===== config.mk =====
export PLATFORM = sky130hd
export DESIGN_NAME = emu_front
export DESIGN_NICKNAME = d
export VERILOG_FILES = /design/src/design/emu_pkg.sv /design/src/design/emu_front.sv
export SDC_FILE = /design/constraint.sdc
export NUM_CORES = 1
export LEC_CHECK = 0
export BUFFER_PORTS_ARGS = -buffer_cell sky130_fd_sc_hd__clkbuf_2
export CORE_AREA = 2 2 77 79
export DETAILED_ROUTE_END_ITERATION = 8
export DIE_AREA = 0 0 79 81
export PLACE_DENSITY = 0.86
export SYNTH_ARGS = -nofsm -noshare
export SYNTH_HDL_FRONTEND = slang
export SYNTH_SLANG_ARGS = --single-unit

===== constraint.sdc =====
create_clock -name vclk -period 5.4
set_input_delay 1.08 -clock vclk [all_inputs]
set_output_delay 1.08 -clock vclk [all_outputs]
set_load 0.02 [all_outputs]

===== src/design/emu_pkg.sv =====
// ----------------------------------------------------------------------------
// emu_pkg
// Shared types and constants for the encoder motion estimator.
// ----------------------------------------------------------------------------
package emu_pkg;

  localparam logic [1:0]  CFG_CPR    = 2'd0;
  localparam logic [1:0]  CFG_OFFSET = 2'd1;
  localparam logic [1:0]  CFG_VEL_W  = 2'd2;
  localparam logic [1:0]  CFG_ACC_W  = 2'd3;

  // 2*pi in Q32, split for two narrow partial products
  localparam logic [34:0] TWO_PI_Q32 = 35'h6487ED511;
  localparam logic [17:0] K_LO       = TWO_PI_Q32[17:0];
  localparam logic [16:0] K_HI       = TWO_PI_Q32[34:18];
  localparam logic [19:0] US_PER_S   = 20'd1000000;

  localparam int          PROD_W     = 69;
  localparam logic [6:0]  DIV_LAST   = 7'd68;

  typedef struct packed {
    logic [23:0] cpr;
    logic [23:0] offset;
    logic [16:0] vel_w;
    logic [16:0] acc_w;
  } emu_cfg_t;

  typedef struct packed {
    logic [2:0]         channel;
    logic signed [24:0] sc;
    logic               neg;
    logic [23:0]        mag;
    logic               ch_ok;
    logic [15:0]        ee;
  } emu_ent_t;

  typedef enum logic [3:0] {
    ST_IDLE, ST_MA0, ST_MA1, ST_RM0, ST_RM1, ST_DIV, ST_DFIN,
    ST_SM0, ST_SM1, ST_SFIN, ST_OUT
  } emu_state_t;

  typedef enum logic [1:0] {
    KIND_ANG, KIND_VEL, KIND_ACC
  } emu_kind_t;

endpackage


===== src/design/emu_front.sv =====
// ----------------------------------------------------------------------------
// emu_front
// Input handshake and classification: offset removal, sign/magnitude split,
// channel range check, zero-time fixup.
// ----------------------------------------------------------------------------
module emu_front import emu_pkg::*; #(
  parameter int CHANNELS = 6
) (
  input  emu_cfg_t    cfg,
  input  logic        in_valid,
  output logic        in_stall,
  input  logic [2:0]  in_channel,
  input  logic [23:0] in_raw_count,
  input  logic [15:0] in_elapsed_us,
  input  logic        q_full,
  output logic        q_push,
  output emu_ent_t    q_ent
);

  logic signed [24:0] sc;
  logic        [24:0] sc_neg;

  assign in_stall = q_full;
  assign q_push   = in_valid & ~q_full;

  always_comb begin
    sc              = $signed({1'b0, in_raw_count}) - $signed({1'b0, cfg.offset});
    sc_neg          = -sc;
    q_ent.channel   = in_channel;
    q_ent.sc        = sc;
    q_ent.neg       = sc[24];
    q_ent.mag       = sc[24] ? sc_neg[23:0] : sc[23:0];
    q_ent.ch_ok     = ({29'd0, in_channel} < CHANNELS);
    q_ent.ee        = (in_elapsed_us == 16'd0) ? 16'd1 : in_elapsed_us;
  end

endmodule


Yosys cells after proc, flatten, opt, wreduce, memory -nomap -nowiden:

Cells that the tools add are included.

* $add $sub $neg: 2
* order comparisons: 1
* muxes and demuxes: 2
* bitwise logic cells: 2
* reduce and logical (&&, ||, !) cells: 1

Operators by type and width (number)
* 24-bit by 24-bit subtractor with 25-bit output: 1
* 24-bit two-way mux: 1
* 24-bit negator: 1
* 16-bit logical NOT: 1
* 16-bit two-way mux: 1
* 3-bit < comparator (second input constant): 1
* 1-bit AND: 1
* 1-bit NOT: 1

* bits in registers: 0
* input port bits: 127
* word-level logic and storage cells: 8

Longest topological paths before layout:

Gate-level depths: netlist of run 1.

* depth after elaboration: 3
* gate-level depth with buffers: 15

Least setup slack after synthesis of run 1:

No wires, ideal clock.

* path type: input to output
* start: in in_raw_count[0]
* end: out q_ent[40] (netlist name)
* arrival time: 4115 ps
* slack: 205 ps
* stages: 13
* buffers on the path: 0
* path through: inv_1 > ha_1 > inv_1 > fa_1 > a21oi_1 > nand4b_1 > a211o_1 > o221a_4 > xnor2_2 > or4b_4 > nor4_4 > a41oi_2 > xor2_1

RTL lines
* start: declaration: line emu_front.sv:13 `input logic [23:0] in_raw_count,`
* end: declaration: line emu_front.sv:17 `output emu_ent_t q_ent`

==> results of run 1 <==
## final cells by class
type / count / area, sq um / area share, %
well taps: 75 / 93.84 / 3.206
repair buffers: 155 / 835.8 / 28.56
multi-input cells: 245 / 1841 / 62.89
inverters: 40 / 156.4 / 5.344
## synth_stat cells (all sizes together) (2+ instances only)
cell type   n  area, sq um
a211o       2        17.52
a211oi      2        15.01
a21o        5        38.79
a21oi      30        165.2
a31o        4        35.03
a31oi       6        37.54
and2        3        18.77
and4        2        17.52
buf         9        68.81
clkbuf     18        81.33
ha         25        312.8
inv        40        150.1
nand2      24        90.09
nand2b      3        18.77
nand3       5        25.02
nor2       27        101.4
nor2b       6        37.54
nor3        7        35.03
nor4        6        73.82
o211ai      6        50.05
o21a        3        22.52
o21ai      19        95.09
o21bai      2        15.01
o31ai       3        22.52
xnor2      30        277.8
xor2       10        87.58
## worst paths after layout
check | start | depth (start not counted) | slack [ns] | to
max | in_raw_count[0] | 16 | 0.10 | q_ent[38]
min | in_channel[0] | 0 | 2.16 | q_ent[67]
## layer usage
layer | share of wire [%] | up-vias
met2 | 49 | 78
met4 | 0.85 | 0
met3 | 5.5 | 6
met1 | 45 | 1135
li1 | - | 1328
met5 | 0 | -
## where the power goes
part	internal (mW)	total (mW)	switching [mW]	leakage [nW]
Clock	0	0	0	0
Sequential	0	0	0	0
Combinational	0.242	0.627	0.385	1.54
Total	0.242	0.627	0.385	1.54
## what timing repair did
action,CTS,global route
resized for setup,0,23
gates cloned,0,0
endpoints found under the setup margin,2,19
pin swaps,1,9
endpoints found under the hold margin,0,0
buffers inserted,0,3
## metrics by stage
| stage | total power [mW] | util (%) | setup WS, ns |
|---|---|---|---|
| floorplan | 0.4209 | - | 0.2053 |
| global placement | 0.5923 | 49.65 | 0.07805 |
| detailed placement | 0.6037 | 49.65 | 0.004530 |
| CTS | 0.6052 | 49.65 | 0.04548 |
| global route | 0.6790 | 51.57 | -0.05365 |
| finish | 0.6271 | 51.57 | 0.1032 |
## cell families (layout without fill, tap and decap cells)
group           count (synthesis)  count (layout)
compound gates                 90              90
simple gates                   88              88
buf+inv                        68             195
xor+xnor                       40              40
fa+ha+maj                      26              26
mux                             1               1
==> impl_metrics.py, run 1 <==
metrics = {
    "logic_synthesis": {
        "synth_top_family_by_area": "compound AO/OA/AOI/OAI gates",
        "ys_types": 53,
        "ys_seq_area_share_pct": 0,
        "synth.avg_cell_area_sq_um": 6.752,
        "synth_adder_area_share_pct": 15.75,
        "synthSimpleGateAreaFrac_pct": 21.91,
        "syn-cell-area_sq_mm": 0.002113,
        "synthMuxAreaShare_pct": 0.4737,
        "synth_compound_area_share_pct": 28.83,
        "synthXorXnorAreaFrac_pct": 17.29,
        "yosysWarnings": 0,
        "synthesis.nets": 466,
        "synthesis.instances": 313,
    },
    "timing": {
        "fmax_ghz": 0.1888,
        "fin_setup_tns_ns": 0,
        "fin_crit_sh_pct": 98.09,
        "final_hold_viol_count": 0,
        "post-route-min-period_ns": 5.297,
        "setup_viol": 0,
        "fin_hold_ws_ns": 2.160,
        "final_max_slew_viol_count": 0,
        "slew_headroom_pct": 50.87,
        "rsz0062_at_grt": "true",
        "tightest_slew_ns": 0.7317,
    },
    "run_status": {
        "outcome": "finished clean",
    },
    "worst_setup_path": {
        "max_stage_delay_ns": 0.61,
        "crit_buf_inv": 5,
        "slowest_stage": "or4b_4",
        "cp_top_family": "simple AND/OR/NAND/NOR gates",
        "crit_type": "in2out",
        "critPathArrivalTime_ns": 4.22,
        "crit_chain": "buf_6 > inv_4 > ha_4 > inv_2 > fa_2 > a21oi_2 > nand4b_1 > buf_4 > nand2_4 > xnor2_4 > o211ai_1 > or4b_4 > nor4_4 > a31oi_1 > xor2_1 > clkbuf_2",
        "cp_data_required_time_ns": 4.32,
        "worst-path-max-fanout": 5,
        "worst_setup_path_start_kind": "primary input",
        "end_kind": "output pin",
    },
    "place": {
        "dp_hpwl_microns": 5543,
        "postPlaceCellArea_sq_mm": 0.002818,
        "port_buffers": 139,
        "placedCellCount": 512,
        "gp_congestion": 0.8974,
    },
    "floorplanning": {
        "die_h_microns": 81,
        "num_io_pins": 199,
        "rows": 28,
        "start_util_pct": 37.24,
        "dieArea_sq_mm": 0.006399,
        "design.core.area_sq_mm": 0.005675,
        "die_x_microns": 79,
    },
    "routing": {
        "vias_per_cell": 4.946,
        "postRouteWirelength_microns": 6262,
        "ant_nets": 0,
        "post_drt_wl_per_cell_microns": 12.16,
        "drt_drc_violations_left": 0,
        "first_pass_iters": 4,
        "drt-initial-drc-count": 92,
        "vias": 2547,
    },
    "clock_tree": {
        "cts_hold_buf": 0,
    },
    "hold_path": {
        "hp-class": "in2out",
    },
    "finish": {
        "synthToLayoutAreaGrowth_pct": 38.48,
        "flops_and_latches": 0,
        "fin_nets": 595,
        "final_common_cell": "clkbuf_2",
        "fillers": 597,
        "post_route_cells_drive_above_1_share_pct": 41.14,
        "regArea_sq_um": 0,
        "stdcell_count": 515,
        "diodes": 0,
        "design_area_sq_mm": 0.002927,
        "n_clock_buffer": 0,
        "final_cell_mix": "134 x clkbuf_2, 37 x inv_1, 28 x xnor2_1",
    },
    "global_route": {
        "grt_overflow": 0,
        "grt_max_degree": 15,
        "grt_pass1_vias": 2274,
        "top_usage_layer": "met2",
        "grt_antenna_before_repair": 0,
        "grt_usage_pct": 17.63,
        "use_met3_pct": 2.111,
        "grt_pass1_wl_microns": 9632,
        "use_met2_pct": 31.27,
        "grtUsageMet1_pct": 23.76,
    },
    "power_and_ir_drop": {
        "p_leak_nw": 1.543,
        "p_per_area_mw_per_mm2": 214.3,
        "peakVddDrop_mv": 0.1159,
    },
    "run": {
        "drv_cap": 0,
    },
}
(Power assumes the default switching activity.)
==> run 2, diff against run 1 <==
--- a/config.mk
+++ b/config.mk
@@ -10,6 +10,7 @@
 export DETAILED_ROUTE_END_ITERATION = 8
 export DIE_AREA = 0 0 79 81
 export PLACE_DENSITY = 0.86
+export REMOVE_ABC_BUFFERS = 1
 export SYNTH_ARGS = -nofsm -noshare
 export SYNTH_HDL_FRONTEND = slang
 export SYNTH_SLANG_ARGS = --single-unit
==> run 2 against run 1 <==
  * Hold slack about the same
  * Final cell count grew 0.39%
  * Critical endpoint is now q_ent[40]
  * Combinational power fell by 0.8%
  * Cell area about the same
==> impl_metrics.py, run 2 (synthesis gave the netlist of run 1 again) <==
metrics = {
    "routing": {
        "ant_nets": 0,
        "post_drt_wl_per_cell_microns": 12.30,
        "postRouteWirelength_microns": 6357,
        "vias": 2582,
        "first_pass_iters": 4,
        "drt_drc_violations_left": 0,
        "drt-initial-drc-count": 117,
        "vias_per_cell": 4.994,
    },
    "finish": {
        "final_common_cell": "clkbuf_2",
        "final_cell_mix": "134 x clkbuf_2, 38 x inv_1, 28 x xnor2_1",
        "diodes": 0,
        "final_core_util_pct": 51.61,
        "post_route_cells_drive_above_1_share_pct": 41.18,
        "fillers": 582,
        "n_clock_buffer": 0,
        "flops_and_latches": 0,
        "stdcell_count": 517,
        "regArea_sq_um": 0,
        "synthToLayoutAreaGrowth_pct": 38.60,
        "fin_nets": 597,
        "design_area_sq_mm": 0.002929,
    },
    "global_route": {
        "grt_max_degree": 15,
        "grt_antenna_before_repair": 0,
        "grt_usage_pct": 17.80,
        "grt_pass1_vias": 2333,
        "grt_overflow": 0,
        "grt_pass1_wl_microns": 9811,
    },
    "timing": {
        "fin_setup_tns_ns": 0,
        "slew_headroom_pct": 51.03,
        "setup_ws_ns": 0.06067,
        "setup_viol": 0,
        "fin_hold_ws_ns": 2.160,
        "tightest_slew_ns": 0.7293,
        "final_hold_viol_count": 0,
        "rsz0062_at_grt": "true",
        "post-route-min-period_ns": 5.339,
        "fmax_ghz": 0.1873,
        "fin_crit_sh_pct": 98.88,
        "final_max_slew_viol_count": 0,
    },
    "worst_setup_path": {
        "slowest_stage": "or4b_4",
        "crit_buf_inv": 5,
        "crit_chain": "buf_8 > inv_4 > ha_4 > inv_2 > fa_2 > a21oi_2 > nand4b_1 > a211o_1 > o221a_4 > xnor2_4 > or4b_4 > nor4_4 > buf_4 > a41oi_2 > xor2_1 > buf_4",
        "critPathArrivalTime_ns": 4.26,
        "worst_setup_path_start_kind": "primary input",
        "max_stage_delay_ns": 0.54,
        "crit_cells": 16,
        "end_kind": "output pin",
        "path_common_cell": "buf_4",
        "cp_top_family": "simple AND/OR/NAND/NOR gates",
        "crit_type": "in2out",
        "worst-path-max-fanout": 5,
        "cp_data_required_time_ns": 4.32,
    },
    "floorplanning": {
        "die_h_microns": 81,
        "design.core.area_sq_mm": 0.005675,
        "start_util_pct": 37.24,
        "num_io_pins": 199,
        "rows": 28,
        "dieArea_sq_mm": 0.006399,
        "die_x_microns": 79,
    },
    "power_and_ir_drop": {
        "p_total_mw": 0.6219,
        "peakVddDrop_mv": 0.1111,
        "p_leak_nw": 1.557,
        "p_per_area_mw_per_mm2": 212.3,
    },
    "run": {
        "drv_cap": 0,
    },
    "place": {
        "port_buffers": 139,
        "dp_hpwl_microns": 5584,
        "gp_congestion": 0.8142,
        "placedCellCount": 513,
        "postPlaceCellArea_sq_mm": 0.002825,
        "place_ws_ns": -0.01521,
    },
    "hold_path": {
        "whs_path_depth": 0,
        "hp-class": "in2out",
    },
    "run_status": {
        "outcome": "finished clean",
    },
}
## run 2: cell count changes in the layout (fill, tap and decap cells not counted)
cell	change
buf_8	+1
clkinvlp_4	-1
a31oi_2	+1
nand2_1	+1
buf_4	+2
inv_1	+1
xnor2_2	+1
nand2_4	-1
xnor2_4	-1
buf_6	-1
a31oi_1	-1
## run 2: area by class of cell
class              count  area (sq um)  share of cell area (%)
well taps             75         93.84                   3.204
repair buffers       157         854.6                   29.18
multi-input cells    245          1828                   62.41
inverters             40         152.6                   5.211
## run 2: layer usage
layer	part of all wire [%]	vias to the layer above	wire length (microns)	GRT usage (%)
met1	44	1152	2808	24.02
met5	0	-	0	0
met3	5.7	10	364	1.667
li1	-	1331	-	-
met2	49	89	3090	30.85
met4	1.5	0	93	3.793
## run 2: path summary, 6_finish.rpt
path | slack, ns | start | endpoint
setup / recovery | 0.06 | in_raw_count[0] | q_ent[40]
hold / removal | 2.16 | in_channel[0] | q_ent[67]
## run 2: report_power, final
group | leakage (nW) | internal, mW | switching (mW)
clock | 0 | 0 | 0
combinational | 1.56 | 0.240 | 0.382
sequential | 0 | 0 | 0
## run 2: repair_timing
| item | in CTS | in global routing |
|---|---|---|
| hold endpoints to repair | 0 | 0 |
| resized for setup | 0 | 20 |
| buffers inserted | 0 | 4 |
| setup endpoints to repair | 1 | 13 |
| pin swaps | 1 | 10 |
| hold buffers | 0 | 0 |
| gates cloned | 0 | 0 |
==> run 3, diff against run 2 <==
==> config.mk (replaced) <==
export PLATFORM = sky130hd
export DESIGN_NAME = emu_front
export DESIGN_NICKNAME = d
export VERILOG_FILES = /design/src/design/emu_pkg.sv /design/src/design/emu_front.sv
export SDC_FILE = /design/constraint.sdc
export NUM_CORES = 1
export LEC_CHECK = 0
export CAP_MARGIN = 20
export CORE_AREA = 2 2 78 80
export DETAILED_ROUTE_END_ITERATION = 8
export DIE_AREA = 0 0 80 82
export DONT_BUFFER_PORTS = 1
export PLACE_DENSITY = 0.54
export REMOVE_ABC_BUFFERS = 1
export SYNTH_ARGS = -nofsm -noshare
export SYNTH_HDL_FRONTEND = slang
export SYNTH_SLANG_ARGS = --single-unit
==> run 3 against run 2 <==
  * Sequential share of layout area did not move
  * Critical path type unchanged
  * Global-route usage fell by 2.0 points
  * Cell area fell by 20%
  * Count of clock-buffer cells in the layout did not move
  * Wire length fell by 11%
  * Sequential cell count did not move
==> impl_metrics.py, run 3 (synthesis gave the netlist of run 1 again) <==
metrics = {
    "global_route": {
        "grt_overflow": 0,
        "grt_pass1_wl_microns": 8735,
        "grt_max_degree": 12,
        "grt_pass1_vias": 1921,
        "grt_usage_pct": 15.78,
        "grt_antenna_before_repair": 0,
    },
    "routing": {
        "ant_nets": 0,
        "post_drt_wl_per_cell_microns": 14.17,
        "drt_drc_violations_left": 0,
        "vias": 2130,
        "drt-initial-drc-count": 66,
        "first_pass_iters": 4,
        "postRouteWirelength_microns": 5641,
        "vias_per_cell": 5.352,
    },
    "finish": {
        "fillers": 631,
        "n_clock_buffer": 0,
        "fin_nets": 478,
        "synthToLayoutAreaGrowth_pct": 10.36,
        "post_route_cells_drive_above_1_share_pct": 18.58,
        "flops_and_latches": 0,
        "regArea_sq_um": 0,
        "diodes": 0,
        "final_core_util_pct": 40.59,
        "final_cell_mix": "38 x inv_1, 38 x buf_4, 28 x a21oi_1, 28 x xnor2_1, 27 x nor2_1",
    },
    "timing": {
        "tightest_slew_ns": 0.7130,
        "fin_hold_ws_ns": 2.160,
        "slew_headroom_pct": 52.29,
        "final_hold_viol_count": 0,
        "fin_crit_sh_pct": 96.43,
        "setup_viol": 0,
        "rsz0062_at_grt": "false",
        "post-route-min-period_ns": 5.207,
        "fmax_ghz": 0.1920,
        "fin_setup_tns_ns": 0,
        "final_max_slew_viol_count": 0,
    },
    "hold_path": {
        "holdPathEnd": "q_ent[69]",
        "whs_path_depth": 0,
        "hp-class": "in2out",
        "worstHoldStart": "in_channel[2]",
    },
    "place": {
        "dp_hpwl_microns": 5022,
        "gp_congestion": 0.8442,
        "port_buffers": 0,
    },
    "worst_setup_path": {
        "end_kind": "output pin",
        "crit_type": "in2out",
        "max_stage_delay_ns": 0.57,
        "slowest_stage": "or4b_4",
        "cp_data_required_time_ns": 4.32,
        "worst-path-max-fanout": 5,
        "crit_cells": 14,
        "crit_buf_inv": 3,
        "cp_top_family": "simple AND/OR/NAND/NOR gates",
        "crit_chain": "inv_1 > ha_2 > inv_2 > fa_2 > a21oi_1 > nand4b_1 > a211o_1 > o221a_4 > xnor2_2 > or4b_4 > nor4_4 > a41oi_2 > xor2_1 > buf_4",
        "worst_setup_path_start_kind": "primary input",
        "critPathArrivalTime_ns": 4.13,
    },
    "floorplanning": {
        "die_h_microns": 82,
        "rows": 28,
        "start_util_pct": 36.78,
        "num_io_pins": 199,
        "dieArea_sq_mm": 0.006560,
        "die_x_microns": 80,
        "design.core.area_sq_mm": 0.005746,
    },
    "power_and_ir_drop": {
        "p_per_area_mw_per_mm2": 242.4,
        "peakVddDrop_mv": 0.09039,
        "p_leak_nw": 1.062,
    },
    "run_status": {
        "outcome": "finished clean",
    },
    "run": {
        "drv_cap": 0,
    },
}
run 3: layout make-up:
cell class,instances,area (sq um),share of cell area (%)
multi-input cells,245,1799,77.15
repair buffers,38,285.3,12.23
inverters,40,153.9,6.599
well taps,75,93.84,4.024
run 3: routing by layer:
metal / GRT usage [%] / vias up / routed length [microns]
met5: 0 / - / 0
met4: 0.8475 / 0 / 0
met3: 3.626 / 0 / 478
met2: 25.92 / 70 / 2542
met1: 22.03 / 967 / 2620
li1: - / 1093 / -
run 3: repair_timing:
action / CTS / global route
setup buffers: 0 / 1
gates resized for setup: 0 / 6
hold buffers: 0 / 0
endpoints found under the setup margin: 0 / 10
run 3: per-stage QoR:
stage	total power, mW	setup WS [ns]	std cells	instance area, sq um
floorplan	0.3918	0.2023	285	1931
global placement	0.5578	0.05643	397	2302
detailed placement	0.5617	0.07404	397	2302
CTS	0.5631	0.06715	397	2302
global route	0.6122	0.003264	398	2332
finish	0.5652	0.1928	398	2332
run 3: power breakdown:
| group | leakage, nW | internal (mW) | switching [mW] |
|---|---|---|---|
| clock network | 0 | 0 | 0 |
| logic | 1.06 | 0.213 | 0.353 |
| registers | 0 | 0 | 0 |
| total | 1.06 | 0.213 | 0.353 |
run 3: how the worst max path moves through the flow:
stage | end | start | slack, ns
2_1_floorplan | q_ent[40] | in_raw_count[0] | 0.20
6_report | q_ent[40] | in_raw_count[0] | 0.19
3_3_place_gp | q_ent[40] | in_raw_count[0] | 0.06
4_1_cts | q_ent[38] | in_raw_count[0] | 0.07
5_1_grt | q_ent[40] | cfg[37] | 0.003
3_5_place_dp | q_ent[40] | in_raw_count[0] | 0.07
