### src/design/emu_pkg.sv
// ----------------------------------------------------------------------------
// emu_pkg
// Shared types and constants for the encoder motion estimator.
// ----------------------------------------------------------------------------
package emu_pkg;

  localparam logic [1:0]  CFG_CPR    = 2'd0;
  localparam logic [1:0]  CFG_OFFSET = 2'd1;
  localparam logic [1:0]  CFG_VEL_W  = 2'd2;
  localparam logic [1:0]  CFG_ACC_W  = 2'd3;

  // 2*pi in Q32, split for two narrow partial products
  localparam logic [34:0] TWO_PI_Q32 = 35'h6487ED511;
  localparam logic [17:0] K_LO       = TWO_PI_Q32[17:0];
  localparam logic [16:0] K_HI       = TWO_PI_Q32[34:18];
  localparam logic [19:0] US_PER_S   = 20'd1000000;

  localparam int          PROD_W     = 69;
  localparam logic [6:0]  DIV_LAST   = 7'd68;

  typedef struct packed {
    logic [23:0] cpr;
    logic [23:0] offset;
    logic [16:0] vel_w;
    logic [16:0] acc_w;
  } emu_cfg_t;

  typedef struct packed {
    logic [2:0]         channel;
    logic signed [24:0] sc;
    logic               neg;
    logic [23:0]        mag;
    logic               ch_ok;
    logic [15:0]        ee;
  } emu_ent_t;

  typedef enum logic [3:0] {
    ST_IDLE, ST_MA0, ST_MA1, ST_RM0, ST_RM1, ST_DIV, ST_DFIN,
    ST_SM0, ST_SM1, ST_SFIN, ST_OUT
  } emu_state_t;

  typedef enum logic [1:0] {
    KIND_ANG, KIND_VEL, KIND_ACC
  } emu_kind_t;

endpackage

### src/design/emu_queue.sv
// ----------------------------------------------------------------------------
// emu_queue
// Two-entry queue between front and back.
// ----------------------------------------------------------------------------
module emu_queue import emu_pkg::*; (
  input  logic     clk,
  input  logic     rst_n,
  input  logic     push,
  input  emu_ent_t wr_ent,
  input  logic     pop,
  output emu_ent_t rd_ent,
  output logic     full,
  output logic     vld
);

  emu_ent_t   mem_r [2];
  logic       wr_ptr_r;
  logic       rd_ptr_r;
  logic [1:0] cnt_r;

  assign full   = (cnt_r == 2'd2);
  assign vld    = (cnt_r != 2'd0);
  assign rd_ent = mem_r[rd_ptr_r];

  always_ff @(posedge clk) begin
    if (push) begin
      mem_r[wr_ptr_r] <= wr_ent;
    end
  end

  always_ff @(posedge clk) begin
    if (!rst_n) begin
      wr_ptr_r <= 1'b0;
      rd_ptr_r <= 1'b0;
      cnt_r    <= 2'd0;
    end else begin
      if (push) wr_ptr_r <= ~wr_ptr_r;
      if (pop)  rd_ptr_r <= ~rd_ptr_r;
      cnt_r <= cnt_r + {1'b0, push} - {1'b0, pop};
    end
  end

endmodule

### config.mk
export PLATFORM = sky130hd
export DESIGN_NAME = emu_queue
export DESIGN_NICKNAME = d
export VERILOG_FILES = /design/src/design/emu_pkg.sv /design/src/design/emu_queue.sv
export SDC_FILE = /design/constraint.sdc
export NUM_CORES = 1
export LEC_CHECK = 0
export BUFFER_PORTS_ARGS = -buffer_cell sky130_fd_sc_hd__buf_2
export CAP_MARGIN = 20
export CORE_ASPECT_RATIO = 0.6
export CORE_MARGIN = 2
export CORE_UTILIZATION = 52
export CTS_CLUSTER_SIZE = 10
export DETAILED_ROUTE_END_ITERATION = 12
export PLACE_DENSITY_LB_ADDON = 0.08
export SLEW_MARGIN = 25
export SYNTH_ARGS = -nofsm -noshare
export SYNTH_HDL_FRONTEND = slang
export SYNTH_SLANG_ARGS = --single-unit
### constraint.sdc
create_clock -name clk -period 5 [get_ports clk]
set_input_delay 0.5 -clock clk [delete_from_list [all_inputs] [get_ports clk]]
set_output_delay 0.5 -clock clk [all_outputs]
set_load 0.01 [all_outputs]
# --- After elaboration in Yosys (flattened, before gate mapping) ---
# Memories as Yosys holds them, arrays and structs flattened. A register that Yosys moved wholly into a read port is not among the register bits.
# Cells that the tools add are included.
word_totals:
  output_inout_bits: 72
  ram_bits: 140
  mem_count: 1
  ff_bits: 4
classes:
  muxes: 4
  eq_ne: 1
  n_bitwise: 2
  add_sub_neg: 2
  reduce_logical: 1
memory_table:
  columns: ["name", "depth", "width", "rd", "rd_ports_with_merged_regs", "write_ports", "line_no", "source"]
  rows:
  - ["mem_r", 2, 70, 1, 1, 1, "emu_queue.sv:16", "emu_ent_t mem_r [2];"]
op_table:
  columns: ["cell", "n"]
  rows:
  - ["$mux 1", 4]
  - ["$add 2x1->2", 1]
  - ["$eq 2x2->1 const B", 1]
  - ["$not 1->1", 2]
  - ["$reduce_bool 2->1", 1]
  - ["$sub 2x1->2", 1]

# --- Depth between registers and ports, before layout ---
# Gate-level depths: netlist (run 1).
logic_depth:
  depth_word: 3
  ltp_mapped: 6
  ltp_nobuf: 6

# --- Worst setup path before layout (run 1) ---
# Ideal clock, no wire load.
synth_timing:
  kind: "input-to-reg"
  from: "in push"
  to: "mem mem_r[0][0] (netlist name), enable pin"
  arrival_ps: 3602
  setup_time_ps: 508
  stages: 1
  setup_slack_ps: 891
  cell_sequence: "nor2b_1"
synth_via:
  elab_chain_cells: 2
synth_rtl:
  columns: ["element", "line_no", "source"]
  rows:
  - ["start, declared", "emu_queue.sv:8", "input logic push,"]
  - ["$mux 1", "emu_queue.sv:26", "if (push) begin"]
  - ["$mux 1 (implied by the code)", "emu_queue.sv:27", "mem_r[wr_ptr_r] <= wr_ent;"]
  - ["end, declared", "emu_queue.sv:16", null]
# Every way passes these cells.

==> out/results.txt, run 1 <==
Maxcap violations = 0
Period utilization = 58.02%
Fin Setup TNS = 0 ps
Final Power = 2.944 mW
Pleak = 2.811 nW
Synth Register Bits = 145
Synth area leader = edfxtp_1
Most Crowded Layer GR = met2
Design Area, Final = 6968 µm²
CP endpoint kind = primary output
Antenna viol nets, final = 0
Most frequent cells in the layout = buf_2 (145), edfxtp_1 (140), mux2_4 (70)
Clock Latency Late Sink = 400 ps
H-Tree Depth = 4
Cell chain of the critical path = buf_4, mux2_4, buf_2
Worst-margin pin slew = 965.1 ps
Pre-Repair DR Iteration Count = 6
RSZ-0062 raised after global routing = false
Commonest non-fill, non-tap cell in the layout = buf_2
Die Y = 84.63 µm
Status = finished clean
Avg Synthesized Cell Area = 23.57 µm²
Clock root buffer = clkbuf_16
CTS buffer count = 17
Routed vias = 2661
Slowest stage delay, CP = 850 ps
Pre-CTS setup slack = 2495 ps
Pwr/cell area = 422.4 nW/µm²
Port Buffers = 145
Core Box Area = 10560 µm²
Share of the synthesized area in the top cell type = 74.62%
Largest net degree at the start of global routing = 71
Met2 Usage GRT = 24.66%
Synth area leaders = edfxtp_1 (75%), mux2_4 (19%), buf_12 (2.5%)
Vias in the first global route = 2791
Area Growth Syn to Fin = 23.67%
Bufs and invs on worst path = 2
Avg WL per Cell = 16.81 µm
Max VDD drop = 0.2595 mV
Die ar. = 11710 µm²
Met3 Usage GRT = 7.131%
Vias per inst = 4.865
Initial DRC Count = 138
Tmin final = 2901 ps
Met1 usage = 22.45%
Share of layout cells above drive strength 1 = 60.20%
Hold-fix buffers, CTS = 0
Hold WC Path Type = in -> reg
Nets = 473
Deepest clock path buffer count = 2
Max frequency = 0.3447 GHz
Initial antenna violation count = 2
First-pass GRT wire length = 14.50 mm
Headroom to the max-slew limit = 35.66%
Final WS setup = 2099 ps
Detail Placement HPWL = 5.935 mm
Min Hold Slack = 280.5 ps
Ports = 146
Fillers = 744
Register area share after synthesis = 76.39%
Synth warnings = 0
CP Max Fanout = 41
Largest delay share family, worst path = flip-flops
RD Place Congestion = 0.7066
CTS tree = done
Worst-path clk slew = 60 ps
Post-synth cell types = 13
WL final = 9.197 mm
Tot GR Track Use = 16.84%
DRC Markers = 0
Post-Syn Nets = 315
Overflow after GRT = 0
Startpoint Class = register
Mapped Cells = 239
Clock Skew = 8.883 ps
# clock sinks = 145
Critical path type = reg -> out
Setup violators final = 0
Row cnt = 29
# resized after CTS = 0
Final hold violation count = 0
Setup bufs post-CTS = 0
Max-slew violations = 0
Post-Synthesis Cell Area = 5634 µm²
Die Width = 138.4 µm
Initial core utilization = 53.36%
Placed cell area = 6411 µm²
Arr. time, crit path = 2400 ps
Worst path required time = 4500 ps
Slowest CP cell = dfxtp_4
final timing paths:
| path | start | end | slack (ps) | cells after the start |
|---|---|---|---|---|
| max | register | rd_ent[49] | 2100 | 3 |
| min | wr_ent[32] | mem_r[0][32]$_DFFE_PP_ | 280 | 1 |
| max reg2reg | wr_ptr_r$_SDFFE_PN0P_ | mem_r[0][22]$_DFFE_PP_ | 3220 | 2 |
| min reg2reg | rd_ptr_r$_SDFFE_PN0P_ | register | 580 | 2 |
cell type report:
type	count	area (µm²)	share of cell area, %
antenna	1	2.502	0.03591
inverter	2	7.507	0.1077
clock buffer	20	436.7	6.267
tap	139	173.9	2.496
clock inverter	9	117.6	1.688
timing repair buffer	147	740.7	10.63
sequential	145	4308	61.82
multi-input combinational	84	1181	16.95
per-stage QoR:
stage | utilization (%) | std cells
CTS | 65.97 | 546
floorplan | - | 239
global placement | 60.72 | 517
finish | 65.99 | 547
detailed placement | 60.72 | 517
global route | 65.97 | 546
routing by layer:
metal  wire (µm)  share of wire (%)  up-vias
met5          11               0.12        -
met4         117                1.3        2
met3         725                7.9       13
met2        4221                 46      101
met1        4121                 45     1293
li1            -                  -     1252
state kept, by name, indices dropped and copies added (netlist names), named ones only:
signal	flops
wr_ptr_r	1
rd_ptr_r	1
cnt_r	2
mem_r	140
synth_stat cells (all sizes together):
cell	number
and2	4
buf	8
dfxtp	5
edfxtp	140
ha	2
inv	2
mux2	70
nor2b	4
o21a	1
or2	1
xnor3	1
xor2	1
power breakdown:
part           internal (mW)  switching (mW)  leakage [nW]  total (mW)
Clock                  0.768           0.429         0.274        1.20
Combinational          0.172           0.133          1.18       0.305
Sequential              1.41          0.0356          1.36        1.44
cell families (layout without fill, tap and decap cells):
logic type | count (synthesis) | after routing | share of synthesized area (%)
AO/OA/AOI/OAI | 1 | 1 | 0.1333
XOR/XNOR | 2 | 2 | 0.5552
adder cells (fa/ha/maj) | 2 | 2 | 0.4441
buffers and inverters | 10 | 178 | 2.820
flip-flops | 145 | 145 | 76.39
multiplexers | 70 | 70 | 18.65
other | 0 | 1 | 0
AND/OR/NAND/NOR | 9 | 9 | 0.9993
worst register-to-register path: cells and delay by family, from the launching register on:
kind,cells,cell delay [ps]
and+or+nand+nor,1,320
buffers and inverters,1,710
DFF,1,330
Note: power is estimated with default switching activity, not from simulation.
==> run 2: changes to the inputs <==
CORE_UTILIZATION = 47   (was 52)
clock period = 2.6 ns   (was 5 ns; I/O delays follow)
==> out/results.txt, run 2 (synthesis results as in run 1) <==
Most frequent cells in the layout = buf_2 (145), edfxtp_1 (140), mux2_4 (70)
Vias in the first global route = 2810 (+0.68%)
Largest net degree at the start of global routing = 47 (-34%)
# clock sinks = 145 (unchanged)
CP Max Fanout = 25 (-39%)
CP endpoint kind = primary output
Hold WC Path Type = in -> reg
Bufs and invs on worst path = 2 (unchanged)
Die Width = 145.4 µm (+5.0%)
First-pass GRT wire length = 14.79 mm (+2.0%)
Headroom to the max-slew limit = 57.23% (+22 points)
Clock Skew = 6.208 ps (-2.674 ps)
Cells after DPL = 543 (+5.0%)
Detail Placement HPWL = 6.363 mm (+7.2%)
Biggest regs = mem_r (140), cnt_r (2)
Slowest CP cell = dfxtp_4
RSZ-0062 raised after global routing = false
Reg2reg end = mem_r[1][37]$_DFFE_PP_
Initial core utilization = 49.05% (-4.3 points)
Ports = 146 (unchanged)
Pleak = 2.858 nW (+1.7%)
# resized after CTS = 0 (unchanged)
Initial DRC Count = 140 (+1.4%)
Worst hold path startpoint = wr_ent[61]
Hold path depth = 1 (unchanged)
Share of layout cells above drive strength 1 = 61.93% (+1.7 points)
Min Hold Slack = 35.78 ps (-244.7 ps)
FF-to-FF Start = wr_ptr_r$_SDFFE_PN0P_
Nets = 478 (+1.1%)
Overflow after GRT = 0 (unchanged)
Final hold violation count = 0 (unchanged)
Tmin final = 2122 ps
Arr. time, crit path = 1860 ps (-540 ps)
WL final = 9.801 mm (+6.6%)
DRC Markers = 0 (unchanged)
Row cnt = 30 (+3.4%)
Switching share of total power = 21.88% (+1.6 points)
Sequential share of power = 47.1% (-1.9 points)
Biggest register = mem_r
Die ar. = 12910 µm² (+10%)
Fillers = 856 (+15%)
Slowest stage delay, CP = 670 ps (-180 ps)
Die Y = 88.81 µm (+4.9%)
Tot GR Track Use = 15.70% (-1.1 points)
CTS buffer count = 17 (unchanged)
Routed vias = 2721 (+2.3%)
Maxcap violations = 0 (unchanged)
Finished Layout Cells = 576 (+5.3%)
Clock power share = 42.2% (+1.6 points)
Pwr/cell area = 821.0 nW/µm² (+94%)
Area Growth Syn to Fin = 26.45%
Hold-fix buffers, CTS = 0 (unchanged)
Cells on worst reg2reg path = 2 (unchanged)
Worst-margin pin slew = 641.5 ps (-323.6 ps)
Comb power frac = 10.7% (+0.4 points)
P_sw = 1.280 mW (+110%)
Worst path required time = 2340 ps (-2160 ps)
Reg-to-reg setup timing slack = 1100 ps (-2120 ps)
Period utilization = 81.62%
Startpoint Class = register
Avg WL per Cell = 17.02 µm (+1.2%)
H-Tree Depth = 4 (unchanged)
Fin Setup TNS = 0 ps (unchanged)
Commonest non-fill, non-tap cell in the layout = buf_2
Setup bufs post-CTS = 0 (unchanged)
Max VDD drop = 0.6317 mV (+140%)
Deepest clock path buffer count = 2 (unchanged)
Worst-path clk slew = 60 ps (about the same)
Cell chain of the critical path = buf_4, mux2_4, buf_2
Internal = 4.569 mW (+95%)
Hold Path End = mem_r[0][61]$_DFFE_PP_
Max-slew violations = 0 (unchanged)
Setup violators final = 0 (unchanged)
CTS tree = done
Critical path type = reg -> out
Initial antenna violation count = 3 (+1)
Port Buffers = 145 (unchanged)
Clock Latency Late Sink = 410 ps (about the same)
Antenna viol nets, final = 0 (unchanged)
Max reg flops = 140 (unchanged)
Pre-Repair DR Iteration Count = 4 (-2)
Max frequency = 0.4712 GHz
Status = finished clean
Clock root buffer = clkbuf_16
RD Place Congestion = 0.7033 (-0.47%)
Largest delay share family, worst path = flip-flops
Vias per inst = 4.724 (-2.9%)
Core Box Area = 11490 µm² (+8.8%)
## run 2: cell types whose count changed in the layout (fill, tap and decap cells not counted), moves of 3 or more
| cell | before | now |
|---|---|---|
| buf_12 | 0 | 3 |
| clkinv_2 | 4 | 1 |
| clkinv_4 | 0 | 3 |
| clkinvlp_4 | 0 | 4 |
## run 2: cell type report
class	instances	area, µm²	area share (%)
Sequential cell	145	4308	60.47
Multi-Input combinational cell	84	1181	16.58
Timing Repair Buffer	152	815.8	11.45
Clock buffer	18	429.2	6.024
Tap cell	160	200.2	2.810
Clock inverter	14	180.2	2.529
Inverter	2	7.507	0.1054
Antenna cell	1	2.502	0.03512
## run 2: stage by stage
step	area (µm²)	power (mW)	util [%]	setup slack, ps
after floorplan	5637	3.223	-	14.82
after global placement	6513	3.426	56.70	881.1
after detailed placement	6513	3.440	56.70	865.8
after CTS	7122	5.916	62.00	423.4
after global routing	7122	6.055	62.00	369.9
final	7124	5.849	62.03	477.8
## run 2: how the worst max path moves through the flow
stage | start | endpoint | slack, ps | cells past startpoint
2_1_floorplan | wr_ptr_r$_SDFFE_PN0P_ | mem_r[0][0]$_DFFE_PP_ | 10 | 1
3_3_place_gp | register | rd_ent[23] | 880 | 3
3_5_place_dp | register | rd_ent[23] | 870 | 3
4_1_cts | register | rd_ent[23] | 420 | 3
5_1_grt | register | rd_ent[45] | 370 | 3
6_report | register | rd_ent[23] | 480 | 3
## run 2: per-layer routing
layer  track usage [%]  routed length (µm)
met5                 0                  21
met3             6.701                 750
met1             20.50                4601
met2             23.40                4310
met4             6.684                 118
## run 2: power by group through the flow
stage	Sequential [mW]	Combinational, mW	Clock, mW
finish	2.76	0.624	2.47
global route	2.77	0.671	2.61
CTS	2.76	0.635	2.52
detailed placement	2.81	0.631	0
global placement	2.80	0.623	0
floorplan	2.78	0.442	0
==> run 3: changes to the inputs <==
CORE_UTILIZATION = 52   (was 47)
clock period = 2 ns   (was 2.6 ns; I/O delays follow)
==> out/results.txt, run 3 (synthesis results as in run 1) <==
CP Max Fanout = 15 (-40%)
Pre-Repair DR Iteration Count = 6 (+2)
Tmin final = 1903 ps
Most frequent cells in the layout = buf_2 (145), edfxtp_1 (140), mux2_4 (70), dlygate4sd3_1 (70), clkbuf_16 (17)
# clock sinks = 145 (unchanged)
Clock Skew = 5.862 ps (-0.3458 ps)
Die Width = 138.4 µm (-4.8%)
Die Y = 84.63 µm (-4.7%)
Setup bufs post-CTS = 0 (unchanged)
Overflow after GRT = 0 (unchanged)
First-pass GRT wire length = 15.97 mm (+8.0%)
Final Power = 7.658 mW (+31%)
Detail Placement HPWL = 6.216 mm (-2.3%)
Antenna viol nets, final = 0 (unchanged)
Reg2reg end = mem_r[1][30]$_DFFE_PP_
Fillers = 663 (-23%)
Clock root buffer = clkbuf_16
Worst path required time = 1800 ps (-540 ps)
Routed vias = 2997 (+10%)
Hold path depth = 2 (+1)
Worst-margin pin slew = 435.0 ps (-206.5 ps)
Reg-to-reg setup timing slack = 670 ps (-430 ps)
Die ar. = 11710 µm² (-9.3%)
Ports = 146 (unchanged)
RSZ-0062 raised after global routing = false
CP endpoint kind = primary output
# resized after CTS = 0 (unchanged)
Initial antenna violation count = 0 (-3)
Max VDD drop = 0.7828 mV (+24%)
Biggest register = mem_r
Pleak = 3.154 nW (+10%)
FF-to-FF Start = wr_ptr_r$_SDFFE_PN0P_
Diodes inserted = 0 (-1)
Cell chain of the critical path = buf_4, mux2_4, buf_2
Max reg flops = 140 (unchanged)
Status = finished clean
Startpoint Class = register
CTS tree = done
Deepest clock path buffer count = 2 (unchanged)
H-Tree Depth = 4 (unchanged)
Area Growth Syn to Fin = 38.46%
Slowest stage delay, CP = 550 ps (-120 ps)
Share of layout cells above drive strength 1 = 52.88% (-9.0 points)
Max-slew violations = 0 (unchanged)
Fin Setup TNS = 0 ps (unchanged)
Nets = 549 (+15%)
Port Buffers = 145 (unchanged)
Hold WC Path Type = in -> reg
Final hold violation count = 0 (unchanged)
Tot GR Track Use = 18.25% (+2.6 points)
Row cnt = 29 (-3.3%)
Critical path type = reg -> out
Initial core utilization = 53.36% (+4.3 points)
CTS buffer count = 17 (unchanged)
Slowest CP cell = dfxtp_4
Setup violators final = 0 (unchanged)
DRC Markers = 0 (unchanged)
Vias in the first global route = 3134 (+12%)
Max frequency = 0.5254 GHz
Initial DRC Count = 165 (+18%)
Maxcap violations = 0 (unchanged)
WL final = 10.24 mm (+4.5%)
Commonest non-fill, non-tap cell in the layout = buf_2
Period utilization = 95.17%
Biggest regs = mem_r (140), cnt_r (2)
Pwr/cell area = 981.7 nW/µm² (+20%)
Hold-fix buffers, CTS = 70 (+70)
Avg WL per Cell = 16.39 µm (-3.7%)
Largest net degree at the start of global routing = 44 (-6.4%)
Cells on worst reg2reg path = 2 (unchanged)
Worst-path clk slew = 60 ps (about the same)
Headroom to the max-slew limit = 71.00% (+14 points)
Hold Path End = cnt_r[0]$_SDFF_PN0_
Vias per inst = 4.795 (+1.5%)
Core Box Area = 10560 µm² (-8.1%)
Worst hold path startpoint = rst_n
RD Place Congestion = 0.7422 (+5.5%)
Clock Latency Late Sink = 410 ps (about the same)
Arr. time, crit path = 1700 ps (-160 ps)
## run 3: changes by cell type in the layout (fill, tap and decap cells not counted)
cell	previous run	this run
clkinv_4	3	2
clkbuf_1	1	2
clkinv_2	1	3
inv_8	1	0
buf_12	3	4
inv_6	2	1
dlygate4sd3_1	0	70
diode_2	1	0
## run 3: metrics by stage
step                instance area (µm²)  util (%)  setup WS (ps)  hold slack (ps)  std cells
CTS                                7801     73.88          64.34            35.03        625
global placement                   6506     61.62          510.4            386.7        523
finish                             7801     73.88          96.65            50.06        625
global route                       7801     73.88          32.14            55.26        625
detailed placement                 6506     61.62          506.1            390.7        523
floorplan                          5643         -          199.9            298.9        239
## run 3: worst max-delay path by stage
stage,slack [ps],from,endpoint
finish,100,register,rd_ent[42]
global route,30,register,rd_ent[42]
CTS,60,register,rd_ent[58]
detailed placement,510,register,rd_ent[23]
global placement,510,register,rd_ent[23]
floorplan,200,wr_ptr_r$_SDFFE_PN0P_,mem_r[0][0]$_DFFE_PP_
## run 3: cell type report
class                   count  area, µm²  share of cell area (%)
clock buffers              19      432.9                   5.549
clock inverters            13      161.4                   2.069
inverters                   2      7.507                 0.09623
multi-input cells          84       1181                   15.14
flip-flops and latches    145       4308                   55.22
well taps                 139      173.9                   2.229
repair buffers            223       1536                   19.70
## run 3: worst max-delay path, delay by kind of cell (launching register included)
family,cells,cell delay (ps)
DFF,1,550
buffers and inverters,2,420
muxes,1,320
## run 3: where the power goes
part	internal (mW)	switching (mW)	total [mW]	leakage (nW)
clock network	1.96	1.19	3.15	0.279
registers	3.51	0.0641	3.58	1.36
logic	0.543	0.391	0.934	1.52
## run 3: routing by layer
metal	wire, µm	up-vias	share of wire, %	track usage, %
li1	-	1416	-	-
met1	4354	1462	43	22.61
met2	5022	109	49	29.93
met3	749	10	7.3	7.359
met4	115	0	1.1	5.751
met5	0	-	0	0
